==> src/rtl/mthp_pkg.sv <==
package mthp_pkg;

  localparam int unsigned RULE_COUNT = 51;
  localparam int unsigned NAME_LEN   = 8;
  localparam int unsigned STATE_CNT  = 13;

  // Parse states with a meaning of their own; the rest are table-driven.
  localparam logic [3:0] ST_ACCEPT = 4'd1;
  localparam logic [3:0] ST_START  = 4'd2;
  localparam logic [3:0] ST_QVALUE = 4'hd;
  localparam logic [3:0] ST_LAST   = 4'he;

  // Character classes.
  localparam logic [3:0] CC_END = 4'd1;
  localparam logic [3:0] CC_SEP = 4'd9;

  // Result actions.
  localparam logic [2:0] ACT_NONE   = 3'd0;
  localparam logic [2:0] ACT_TYPE   = 3'd1;
  localparam logic [2:0] ACT_NAME   = 3'd2;
  localparam logic [2:0] ACT_VALUE  = 3'd3;
  localparam logic [2:0] ACT_PARAM  = 3'd4;
  localparam logic [2:0] ACT_CLOSE  = 3'd5;

  // Result status.
  localparam logic [1:0] STS_BUSY   = 2'd0;
  localparam logic [1:0] STS_ACCEPT = 2'd1;
  localparam logic [1:0] STS_REJECT = 2'd2;

  localparam logic [7:0] BACKSLASH = 8'h5c;

  localparam logic [3:0] CHAR_CLASS [128] = '{
    4'd0,4'd0,4'd0,4'd0,4'd0,4'd0,4'd0,4'd0,4'd0,4'd3,4'd0,4'd0,4'd0,4'd0,4'd0,4'd0,
    4'd0,4'd0,4'd0,4'd0,4'd0,4'd0,4'd0,4'd0,4'd0,4'd0,4'd0,4'd0,4'd0,4'd0,4'd0,4'd0,
    4'd3,4'd2,4'd7,4'd2,4'd2,4'd2,4'd2,4'd2,4'd9,4'd9,4'd2,4'd2,4'd9,4'd2,4'd2,4'd6,
    4'd2,4'd2,4'd2,4'd2,4'd2,4'd2,4'd2,4'd2,4'd2,4'd2,4'd9,4'd4,4'd9,4'd5,4'd9,4'd9,
    4'd9,4'd2,4'd2,4'd2,4'd2,4'd2,4'd2,4'd2,4'd2,4'd2,4'd2,4'd2,4'd2,4'd2,4'd2,4'd2,
    4'd2,4'd2,4'd2,4'd2,4'd2,4'd2,4'd2,4'd2,4'd2,4'd2,4'd2,4'd9,4'd8,4'd9,4'd2,4'd2,
    4'd2,4'd2,4'd2,4'd2,4'd2,4'd2,4'd2,4'd2,4'd2,4'd2,4'd2,4'd2,4'd2,4'd2,4'd2,4'd2,
    4'd2,4'd2,4'd2,4'd2,4'd2,4'd2,4'd2,4'd2,4'd2,4'd2,4'd2,4'd9,4'd2,4'd9,4'd2,4'd0
  };

  localparam logic signed [7:0] STATE_BASE [STATE_CNT] = '{
    -8'sd2, 8'sd1, 8'sd4, 8'sd7, 8'sd13, 8'sd16, 8'sd10, 8'sd21, 8'sd18, 8'sd26,
    8'sd29, 8'sd37, 8'sd46
  };

  // Bits 3..0 owning state, bits 7..4 next state, bits 11..8 action.
  localparam logic [11:0] RULE_TAB [RULE_COUNT] = '{
    12'h132, 12'h022, 12'h013, 12'h133, 12'h063, 12'h073, 12'h154, 12'h143,
    12'h015, 12'h155, 12'h065, 12'h075, 12'h288, 12'h098, 12'h016, 12'h5a8,
    12'h066, 12'h076, 12'h287, 12'h077, 12'h3ba, 12'h0aa, 12'h000, 12'h000,
    12'h099, 12'h0da, 12'h5a9, 12'h41b, 12'h3bb, 12'h46b, 12'h47b, 12'h3dc,
    12'h3dc, 12'h3dc, 12'h3dc, 12'h3dc, 12'h3dc, 12'h3dc, 12'h3dc, 12'h3dd,
    12'h3dd, 12'h3dd, 12'h3dd, 12'h3dd, 12'h0ed, 12'h0cd, 12'h3dd, 12'h41e,
    12'h000, 12'h46e, 12'h47e
  };

  localparam logic [7:0] TARGET_NAME [NAME_LEN] = '{
    8'h66, 8'h69, 8'h6c, 8'h65, 8'h6e, 8'h61, 8'h6d, 8'h65
  };

  // Returns the rule at the state's base plus class, or zero out of range.
  function automatic logic [11:0] rule_lookup(input logic [3:0] st, input logic [3:0] cls);
    logic signed [7:0] idx;
    logic [3:0]        row;
    logic [11:0]       r;
    r   = '0;
    row = st - ST_START;
    idx = '0;
    if (st >= ST_START && st <= ST_LAST) begin
      idx = STATE_BASE[row] + $signed({4'b0000, cls});
      if (idx >= 0 && idx < 8'(RULE_COUNT)) begin
        r = RULE_TAB[idx[5:0]];
      end
    end
    return r;
  endfunction

endpackage

==> src/rtl/media_type_header_parser.sv <==
// Media-type header parser: one byte of a Content-Type or Content-Disposition
// value per beat, with in_tlast marking the end of the value (its data byte is
// ignored). Every input beat yields exactly one registered result beat in the
// next cycle, and a beat can be taken in every cycle: the class lookup, rule
// lookup and state update are combinational up to the state register, and the
// input is ready whenever the result register is empty or its beat leaves in
// the same cycle. While a result is stalled the input is held off. After a
// rejection all bytes up to the end marker give rejected results with no action.
module media_type_header_parser
  import mthp_pkg::*;
(
  input  logic        clk,
  input  logic        rst_n,
  input  logic        in_tvalid,
  output logic        in_tready,
  input  logic [7:0]  in_tdata,   // [7:0] octet
  input  logic        in_tlast,   // end_of_text
  output logic        out_tvalid,
  input  logic        out_tready,
  output logic [15:0] out_tdata,  // [7:0] char_out, [9:8] status, rest zero
  output logic [3:0]  out_tuser   // [2:0] action, [3] in_filename
);

  logic [3:0] parse_state_r, parse_state_nxt;
  logic [3:0] match_idx_r, match_idx_nxt;
  logic       mismatch_r, mismatch_nxt;
  logic       fname_flag_r, fname_flag_nxt;
  logic       reject_hold_r, reject_hold_nxt;

  logic       out_valid_r;
  logic [7:0] char_r, char_nxt;
  logic [1:0] status_r, status_nxt;
  logic [2:0] action_r, action_nxt;
  logic       fname_out_r, fname_out_nxt;

  logic       accept;
  logic [7:0] octet;
  logic [7:0] low_octet;
  logic [3:0] cls;
  logic [11:0] rule;
  logic [3:0] nxt_st;

  assign in_tready = !out_valid_r || out_tready;
  assign accept    = in_tvalid && in_tready;
  assign octet     = in_tdata;
  assign low_octet = (octet >= 8'h41 && octet <= 8'h5a) ? (octet | 8'h20) : octet;

  always_comb begin
    if (in_tlast) begin
      cls = CC_END;
    end else if (octet[7]) begin
      cls = CC_SEP;
    end else if (parse_state_r == ST_QVALUE && fname_flag_r && octet == BACKSLASH) begin
      // A backslash in a quoted filename is a literal byte, not an escape.
      cls = CC_SEP;
    end else begin
      cls = CHAR_CLASS[octet[6:0]];
    end
    rule   = rule_lookup(parse_state_r, cls);
    nxt_st = (rule[3:0] == parse_state_r) ? rule[7:4] : 4'd0;
  end

  always_comb begin
    parse_state_nxt = parse_state_r;
    match_idx_nxt   = match_idx_r;
    mismatch_nxt    = mismatch_r;
    fname_flag_nxt  = fname_flag_r;
    reject_hold_nxt = reject_hold_r;
    action_nxt      = ACT_NONE;
    char_nxt        = 8'h00;
    status_nxt      = STS_BUSY;
    fname_out_nxt   = 1'b0;
    if (reject_hold_r) begin
      status_nxt = STS_REJECT;
      if (in_tlast) begin
        reject_hold_nxt = 1'b0;
        parse_state_nxt = ST_START;
        match_idx_nxt   = '0;
        mismatch_nxt    = 1'b0;
        fname_flag_nxt  = 1'b0;
      end
    end else if (nxt_st == 4'd0) begin
      status_nxt      = STS_REJECT;
      fname_out_nxt   = fname_flag_r;
      parse_state_nxt = ST_START;
      match_idx_nxt   = '0;
      mismatch_nxt    = 1'b0;
      fname_flag_nxt  = 1'b0;
      reject_hold_nxt = !in_tlast;
    end else begin
      case (rule[11:8])
        4'(ACT_TYPE): begin
          action_nxt = ACT_TYPE;
          char_nxt   = low_octet;
        end
        4'(ACT_NAME): begin
          action_nxt = ACT_NAME;
          char_nxt   = low_octet;
          if (match_idx_r[3] || TARGET_NAME[match_idx_r[2:0]] != low_octet) begin
            mismatch_nxt = 1'b1;
          end else begin
            match_idx_nxt = match_idx_r + 4'd1;
          end
        end
        4'(ACT_VALUE): begin
          action_nxt = ACT_VALUE;
          char_nxt   = octet;
        end
        4'(ACT_PARAM): begin
          action_nxt    = ACT_PARAM;
          match_idx_nxt = '0;
          mismatch_nxt  = 1'b0;
        end
        4'(ACT_CLOSE): begin
          action_nxt     = ACT_CLOSE;
          fname_flag_nxt = !mismatch_r && match_idx_r == 4'(NAME_LEN);
        end
        default: begin
          action_nxt = ACT_NONE;
        end
      endcase
      fname_out_nxt = fname_flag_nxt;
      if (nxt_st == ST_ACCEPT) begin
        status_nxt      = STS_ACCEPT;
        parse_state_nxt = ST_START;
        match_idx_nxt   = '0;
        mismatch_nxt    = 1'b0;
        fname_flag_nxt  = 1'b0;
      end else begin
        parse_state_nxt = nxt_st;
      end
    end
  end

  always_ff @(posedge clk) begin
    if (!rst_n) begin
      parse_state_r <= ST_START;
      match_idx_r   <= '0;
      mismatch_r    <= 1'b0;
      fname_flag_r  <= 1'b0;
      reject_hold_r <= 1'b0;
      out_valid_r   <= 1'b0;
    end else begin
      if (accept) begin
        parse_state_r <= parse_state_nxt;
        match_idx_r   <= match_idx_nxt;
        mismatch_r    <= mismatch_nxt;
        fname_flag_r  <= fname_flag_nxt;
        reject_hold_r <= reject_hold_nxt;
        out_valid_r   <= 1'b1;
      end else if (out_tready) begin
        out_valid_r <= 1'b0;
      end
    end
  end

  always_ff @(posedge clk) begin
    if (accept) begin
      action_r    <= action_nxt;
      char_r      <= char_nxt;
      status_r    <= status_nxt;
      fname_out_r <= fname_out_nxt;
    end
  end

  assign out_tvalid = out_valid_r;
  assign out_tdata  = {6'b000000, status_r, char_r};
  assign out_tuser  = {fname_out_r, action_r};

`ifndef ASSERT_OFF
  a_hold_restarts: assert property (@(posedge clk) disable iff (!rst_n)
    reject_hold_r |-> (parse_state_r == ST_START && !fname_flag_r && match_idx_r == 4'd0))
    else $error("swallowing without a restarted parser");

  a_match_bound: assert property (@(posedge clk) disable iff (!rst_n)
    match_idx_r <= 4'(NAME_LEN))
    else $error("name match index past the name length");

  a_reject_no_action: assert property (@(posedge clk) disable iff (!rst_n)
    (out_valid_r && status_r == STS_REJECT) |-> (action_r == ACT_NONE && char_r == 8'h00))
    else $error("rejected beat carries an action");

  a_stall_holds: assert property (@(posedge clk) disable iff (!rst_n)
    (out_valid_r && !out_tready) |=> (out_valid_r && $stable(action_r) && $stable(char_r)))
    else $error("stalled result changed");
`endif

endmodule
==> config.mk <==
export PLATFORM = sky130hd
export DESIGN_NAME = media_type_header_parser
export DESIGN_NICKNAME = d
export VERILOG_FILES = /design/src/rtl/mthp_pkg.sv /design/src/rtl/media_type_header_parser.sv
export SDC_FILE = /design/constraint.sdc
export NUM_CORES = 1
export LEC_CHECK = 0
export ABC_AREA = 1
export ABC_CLOCK_PERIOD_IN_PS = 6350
export BUFFER_PORTS_ARGS = -buffer_cell sky130_fd_sc_hd__buf_4
export CAP_MARGIN = 20
export CORE_MARGIN = 2
export CORE_UTILIZATION = 60
export CTS_BUF_LIST = sky130_fd_sc_hd__clkbuf_8
export DETAILED_ROUTE_END_ITERATION = 16
export GPL_TIMING_DRIVEN = 0
export PLACE_DENSITY = 0.79
export SLEW_MARGIN = 0
export SYNTH_ARGS = -nofsm -noshare
export SYNTH_HDL_FRONTEND = slang
export SYNTH_SLANG_ARGS = --single-unit
==> constraint.sdc <==
create_clock -name clk -period 6.35 [get_ports clk]
set_input_delay 1.905 -clock clk [delete_from_list [all_inputs] [get_ports clk]]
set_output_delay 1.905 -clock clk [all_outputs]
set_load 0.01 [all_outputs]
# Yosys cells after proc, flatten, opt, wreduce, memory -nomap -nowiden
# Memories as Yosys holds them, arrays and structs flattened.
# Index checks and enable logic that the tools add are counted.
dict set report op_classes {
  n_reduce_logical 20
  eq_ne 14
  mux 44
  n_bitwise 4
  add_sub_neg 3
  n_lt_le_gt_ge 10
}
# operator n
set ops {}
lappend ops {{$mux W4} 15}
lappend ops {{$mux W12} 4}
lappend ops {{$mux W8} 4}
lappend ops {{$mux W1} 16}
lappend ops {{$pmux W8 S2} 1}
lappend ops {{$pmux W3 S5} 1}
lappend ops {{$ne A5 B5 Y1 const B} 2}
lappend ops {{$add A8 B5 Y8} 1}
lappend ops {{$eq A4 B1 Y1 const B} 2}
lappend ops {{$eq A4 B2 Y1 const B} 2}
lappend ops {{$eq A4 B3 Y1 const B} 2}
lappend ops {{$eq A4 B4 Y1 const B} 2}
lappend ops {{$eq A8 B7 Y1 const B} 1}
lappend ops {{$ge A8 B1 Y1 const B} 1}
lappend ops {{$ge A8 B7 Y1 const B} 1}
lappend ops {{$ge A8 B8 Y1 const B} 1}
lappend ops {{$le A8 B7 Y1 const B} 1}
lappend ops {{$lt A8 B6 Y1 const B} 1}
lappend ops {{$ne A8 B8 Y1} 1}
lappend ops {{$not A7 Y8} 1}
lappend ops {{$pmux W4 S2} 1}
lappend ops {{$reduce_and A4 Y1} 2}
lappend ops {{$ge A7 B7 Y1 const B} 1}
lappend ops {{$logic_and A1 B1 Y1} 7}
lappend ops {{other kinds (20)} 24}
dict set report word_totals {
  elab_cells 109
  memories 4
  reg_bits 26
  input_bits 13
  mem_bits_ro 1472
}
# memory words width rd rd_ports_with_merged_regs write_ports line
set memory_table {}
lappend memory_table {{(no name shown)} 64 12 1 0 0 mthp_pkg.sv:74} ;# r = RULE_TAB[idx[5:0]];
lappend memory_table {{(no name shown)} 128 4 1 0 0 media_type_header_parser.sv:57} ;# cls = CHAR_CLASS[octet[6:0]];
lappend memory_table {{(no name shown)} 16 8 1 0 0 mthp_pkg.sv:72} ;# idx = STATE_BASE[row] + $signed({4'b0000, cls});
lappend memory_table {{(no name shown)} 8 8 1 0 0 media_type_header_parser.sv:99} ;# if (match_idx_r[3] || TARGET_NAME[match_idx_r[2:0]] != low_octet) begin

# Depth between registers and ports, before layout
dict set report depth {
  ltp_word 20
  mapped_depth 33
}

# Least setup slack after synthesis
# No wires, ideal clock.
dict set report synth_path {
  kind {in2reg}
  start {input in_tdata[2]}
  end {register match_idx_r[0]}
  required_time_ns 6.284
  setup_time_ns 0.066
  path_slack_ns 0.567
  path_buffers 1
  stages 30
  arrival_ns 5.717
  path_cell_list {clkbuf_1 -> nor2_1 -> o21ai_0 -> nand2_1 -> o211ai_1 -> a32oi_1 -> or4_1 -> ha_1 -> fa_1 -> inv_1 -> ha_1 -> nand2_1 -> nand2_1 -> nand2_1 -> nand3_1 -> nand3_1 -> nand2_1 -> nor2_1 -> nand2_1 -> nand2_1 -> nand2_2 -> nor2_8 -> o21ai_2 -> nand2_2 -> nand2_4 -> nor2_4 -> nor2_4 -> nand2_2 -> nand2_2 -> a21oi_2}
}
dict set report synth_via {
  elab_chain_cells 20
  elab_cells_between_ends 38
  cone_classes {add/sub: 1; order compare: 4; eq/ne: 7; mux: 15; bitwise: 2; reduce/logical: 7; memory: 2}
}
# item line
set synth_lines {}
lappend synth_lines {{from (decl)} media_type_header_parser.sv:16} ;# input logic [7:0] in_tdata,
lappend synth_lines {{parallel branches: the longest is 20 deep, another holds $mem_v2 Z64 W12} -}
lappend synth_lines {{to (signal assigned)} media_type_header_parser.sv:146} ;# match_idx_r <= match_idx_nxt;
lappend synth_lines {{to (decl)} media_type_header_parser.sv:25} ;# logic [3:0] match_idx_r, match_idx_nxt;
# Several ways; the timed one is not identified. The select of a mux whose other input is x is not followed.
# A chain may end at the register's enable or synchronous reset.

# Worst setup path in the final report
dict set report layout_path {
  start {input in_tdata[2]}
  end {register match_idx_r[3]}
}
# The elaborated chain is that of the path after synthesis.

==> flow_summary.rst <==
.. list-table::
   :header-rows: 1

   * - Metric
     - Value
   * - Outcome
     - finished, final reports clean
   * - CTS Hold Buffers Added
     - 0
   * - Crit Path Category
     - in -> reg
   * - Nets
     - 607
   * - Post-synthesis sequential element count
     - 26
   * - DRC
     - 0
   * - Wirelength per Cell
     - 13.2 um
   * - CTS Buffer Depth
     - 2
   * - Total leakage power
     - 0.00180 uW
   * - Wirelength, routed
     - 8450 um
   * - Cell type of the slowest stage on the worst timing path
     - sky130_fd_sc_hd__fa_2
   * - Avg Vias per Cell
     - 5.63
   * - Worst-Skew Late Latency
     - 280 ps
   * - Clock tree root driver cell
     - sky130_fd_sc_hd__clkbuf_8
   * - Number of placement rows
     - 27
   * - Total inserted antenna cells
     - 0
   * - Number of buffers created by CTS
     - 3
   * - Met1 Routed Length
     - 3930 um
   * - Share of total power consumed by net switching
     - 60.6%
   * - Clk pwr share
     - 5.2%
   * - Smallest hold slack
     - 485 ps
   * - IO Count
     - 35
   * - Port Buffer Count
     - 26
   * - Die footprint
     - 6240 um^2
   * - EDFF count, synth
     - 14
   * - Total global routing track utilization
     - 27.4%
   * - Count of cell types in the netlist
     - 45
   * - X dimension of the die
     - 79.0 um
   * - Switch Pwr
     - 1300 uW
   * - Worst EP required
     - 6530 ps
   * - Total power draw
     - 2150 uW
   * - Length of routed met3 wiring
     - 551 um
   * - FFs w/ async S/R, synth
     - 0%
   * - CTS tree
     - yes
   * - Fraction of final layout cells sized beyond drive strength 1
     - 19.1%
   * - Worst setup slack before clock tree synthesis
     - -193 ps
   * - Total power divided by cell area
     - 572 nW/um^2
   * - Final worst path period need
     - 6090 ps
   * - CP startpoint kind
     - input port
   * - Footprint of the multi-input gates
     - 2400 um^2
   * - Post-synth top area share
     - 15.0%
   * - GRT overflow
     - 0
   * - Avg Synthesized Cell Area
     - 6.37 um^2
   * - Sum of buffers and inverters on the critical path
     - 3
   * - Initial core utilization
     - 61.7%
   * - Post-route ant nets
     - 0
   * - Top layer used by detailed routing
     - met4
   * - Number of fill cells
     - 521
   * - Number of detailed-route iterations in the first pass
     - 6
   * - Pin slew with the least headroom to its limit
     - 565 ps
   * - Worst slew margin
     - 62.0%
   * - Maximum Capacitance Violations
     - 0
   * - Number of standard cells after synthesis
     - 530
   * - FMAX
     - 0.164 GHz
   * - Area overhead of the layout relative to synthesis
     - 11.5%
   * - Leading cell type by number of instances after synthesis
     - sky130_fd_sc_hd__nand2_1
   * - Max-slew violations
     - 0
   * - Gpl congestion
     - 0.989
   * - Antenna violations before repair
     - 0
   * - Combinational Power Share
     - 84.5%
   * - Maximum fanout encountered on the critical timing path
     - 7
   * - Number of H-tree levels
     - 1
   * - Hold Violations, Final
     - 0
   * - Maximum number of pins on one net before global-route repair
     - 15
   * - Global-route wire length before repair
     - 14000 um
   * - Clock Pin Slew Worst Setup and Hold Paths
     - 90 ps
   * - Reg area
     - 661 um^2
   * - Vias in the first global route
     - 3205
   * - Final setup violation count
     - 0
   * - Min-delay worst type
     - reg -> reg
   * - Post-Synthesis Cell Area
     - 3380 um^2
   * - Clock sink count
     - 26
   * - Max Clock Skew
     - 5.54 ps
   * - Top cells by count, synth
     - 135 x sky130_fd_sc_hd__nand2_1, 57 x sky130_fd_sc_hd__inv_1, 55 x sky130_fd_sc_hd__nor2_1
   * - Post-route worst setup slack
     - 260 ps
   * - DR vias
     - 3591
   * - Die Height
     - 79.0 um
   * - DRT iter0 DRCs
     - 235
   * - P_int
     - 848 uW
   * - Proportion of synthesized chip area in sequential cells
     - 19.6%
   * - Longest individual stage delay on the worst path
     - 550 ps
   * - Crit. End Element
     - flop
   * - Period utilisation layout
     - 95.9%
   * - Area of the core
     - 5470 um^2
   * - Count of warnings emitted by yosys
     - 0
   * - Yosys top cell by area
     - sky130_fd_sc_hd__nand2_1
   * - Peak supply drop
     - 360 uV
   * - Half-perimeter wire length after detailed placement
     - 6770 um
   * - Cells taking the most area after synthesis
     - sky130_fd_sc_hd__nand2_1 15%, sky130_fd_sc_hd__edfxtp_1 12%, sky130_fd_sc_hd__ha_1 9.6%
   * - Met2 wire length
     - 3820 um
   * - Cell family with most CP delay
     - simple AND/OR/NAND/NOR gates
   * - Data arrival, critical path
     - 6270 ps
   * - Portion of total power attributed to sequential cells
     - 10.3%
   * - Unrepaired setup endpoints after global routing
     - no
   * - Dominant synthesized flop cell
     - sky130_fd_sc_hd__edfxtp_1
[timing repair]
| item | CTS | global route |
|---|---|---|
| endpoints found under the setup margin | 0 | 22 |
| resized for setup | 0 | 6 |
| setup buffers | 0 | 1 |
[sequential cells by signal (all words and copies together), names as in the netlist]
name           count
char_r             8
match_idx_r        4
parse_state_r      4
action_r           3
status_r           2
fname_flag_r       1
fname_out_r        1
mismatch_r         1
out_tvalid         1
reject_hold_r      1
[layout make-up]
class                   count  area share, %
plain buffers              17           2.99
clock buffers               4           1.46
inverters                  66           6.58
multi-input cells         426           63.6
flip-flops and latches     26           17.5
well taps                  72           2.39
repair buffers             27           5.38
[stage by stage]
step	std cells	setup TNS (ps)	utilization (%)	cell area [um^2]
floorplan	535	0	-	3400
detailed placement	633	-1350	67.3	3680
global placement	633	-468	67.3	3680
global route	638	0	68.8	3760
finish	638	0	68.8	3760
CTS	637	0	68.3	3740
[worst reg2reg max path: stages (launching register included)]
cell and delay, ps:
sky130_fd_sc_hd__dfxtp_1 490, sky130_fd_sc_hd__inv_1 230, sky130_fd_sc_hd__ha_1 270, sky130_fd_sc_hd__nand4_1 90, sky130_fd_sc_hd__nor4_1 40, sky130_fd_sc_hd__or4_1 510
sky130_fd_sc_hd__ha_1 280, sky130_fd_sc_hd__fa_2 550, sky130_fd_sc_hd__inv_1 250, sky130_fd_sc_hd__ha_1 190, sky130_fd_sc_hd__inv_1 40, sky130_fd_sc_hd__o21ai_0 270
sky130_fd_sc_hd__a21oi_1 80, sky130_fd_sc_hd__o21ai_0 210, sky130_fd_sc_hd__nand2_1 80, sky130_fd_sc_hd__nand2_1 60, sky130_fd_sc_hd__nand2_1 50, sky130_fd_sc_hd__nor2_1 200
sky130_fd_sc_hd__nand3_1 150, sky130_fd_sc_hd__nor2_1 130, sky130_fd_sc_hd__nand2_2 110, sky130_fd_sc_hd__nand2_2 100, sky130_fd_sc_hd__nor2_4 40, sky130_fd_sc_hd__nor2_4 110
sky130_fd_sc_hd__nand2_2 60, sky130_fd_sc_hd__nand2_2 100, sky130_fd_sc_hd__a21oi_2 40
[kinds of logic (layout without fill, tap and decap cells)]
family	after synthesis	count (layout)	synth area share, %
flops	26	26	19.6
xor+xnor	5	5	1.30
other cells	1	6	0.111
simple gates	315	315	45.1
buf+inv	83	114	10.6
fa+ha+maj	27	27	10.2
compound gates	73	73	13.1
[placed cells by master (no fill, tap or decap), drive strengths merged, types with 5 or more instances in the layout]
cell    count
clkbuf      6
nand4       8
a21oi      28
edfxtp     14
nand2     162
o21ai      27
nor3       18
ha         26
nand3      58
dfxtp      12
nor2       62
buf        42
a31oi       5
o211ai      5
inv        65
conb        6
[per-layer routing]
layer	GRT usage (%)	vias up
met5	0	-
met4	7.59	0
met3	3.98	16
met2	44.0	147
met1	38.4	1627
li1	-	1801
[power groups by stage]
stage | logic (uW) | registers (uW) | clock network, uW
2_1_floorplan | 1410 | 228 | 0
3_3_place_gp | 1710 | 225 | 0
3_5_place_dp | 1750 | 226 | 0
4_1_cts | 1750 | 222 | 112
5_1_grt | 2040 | 225 | 117
6_report | 1820 | 223 | 111
[worst paths after layout]
| check | from | to | slack [ps] | cells after the start |
|---|---|---|---|---|
| worst min-delay path | mismatch_r | mismatch_r | 480 | 2 |
| worst max-delay path | in_tdata[2] | match_idx_r[3] | 260 | 28 |
| worst max register to register | parse_state_r[1] | match_idx_r[3] | 1500 | 26 |
| worst min register to register | mismatch_r | mismatch_r | 480 | 2 |
Power figures use the tool's default switching activity.
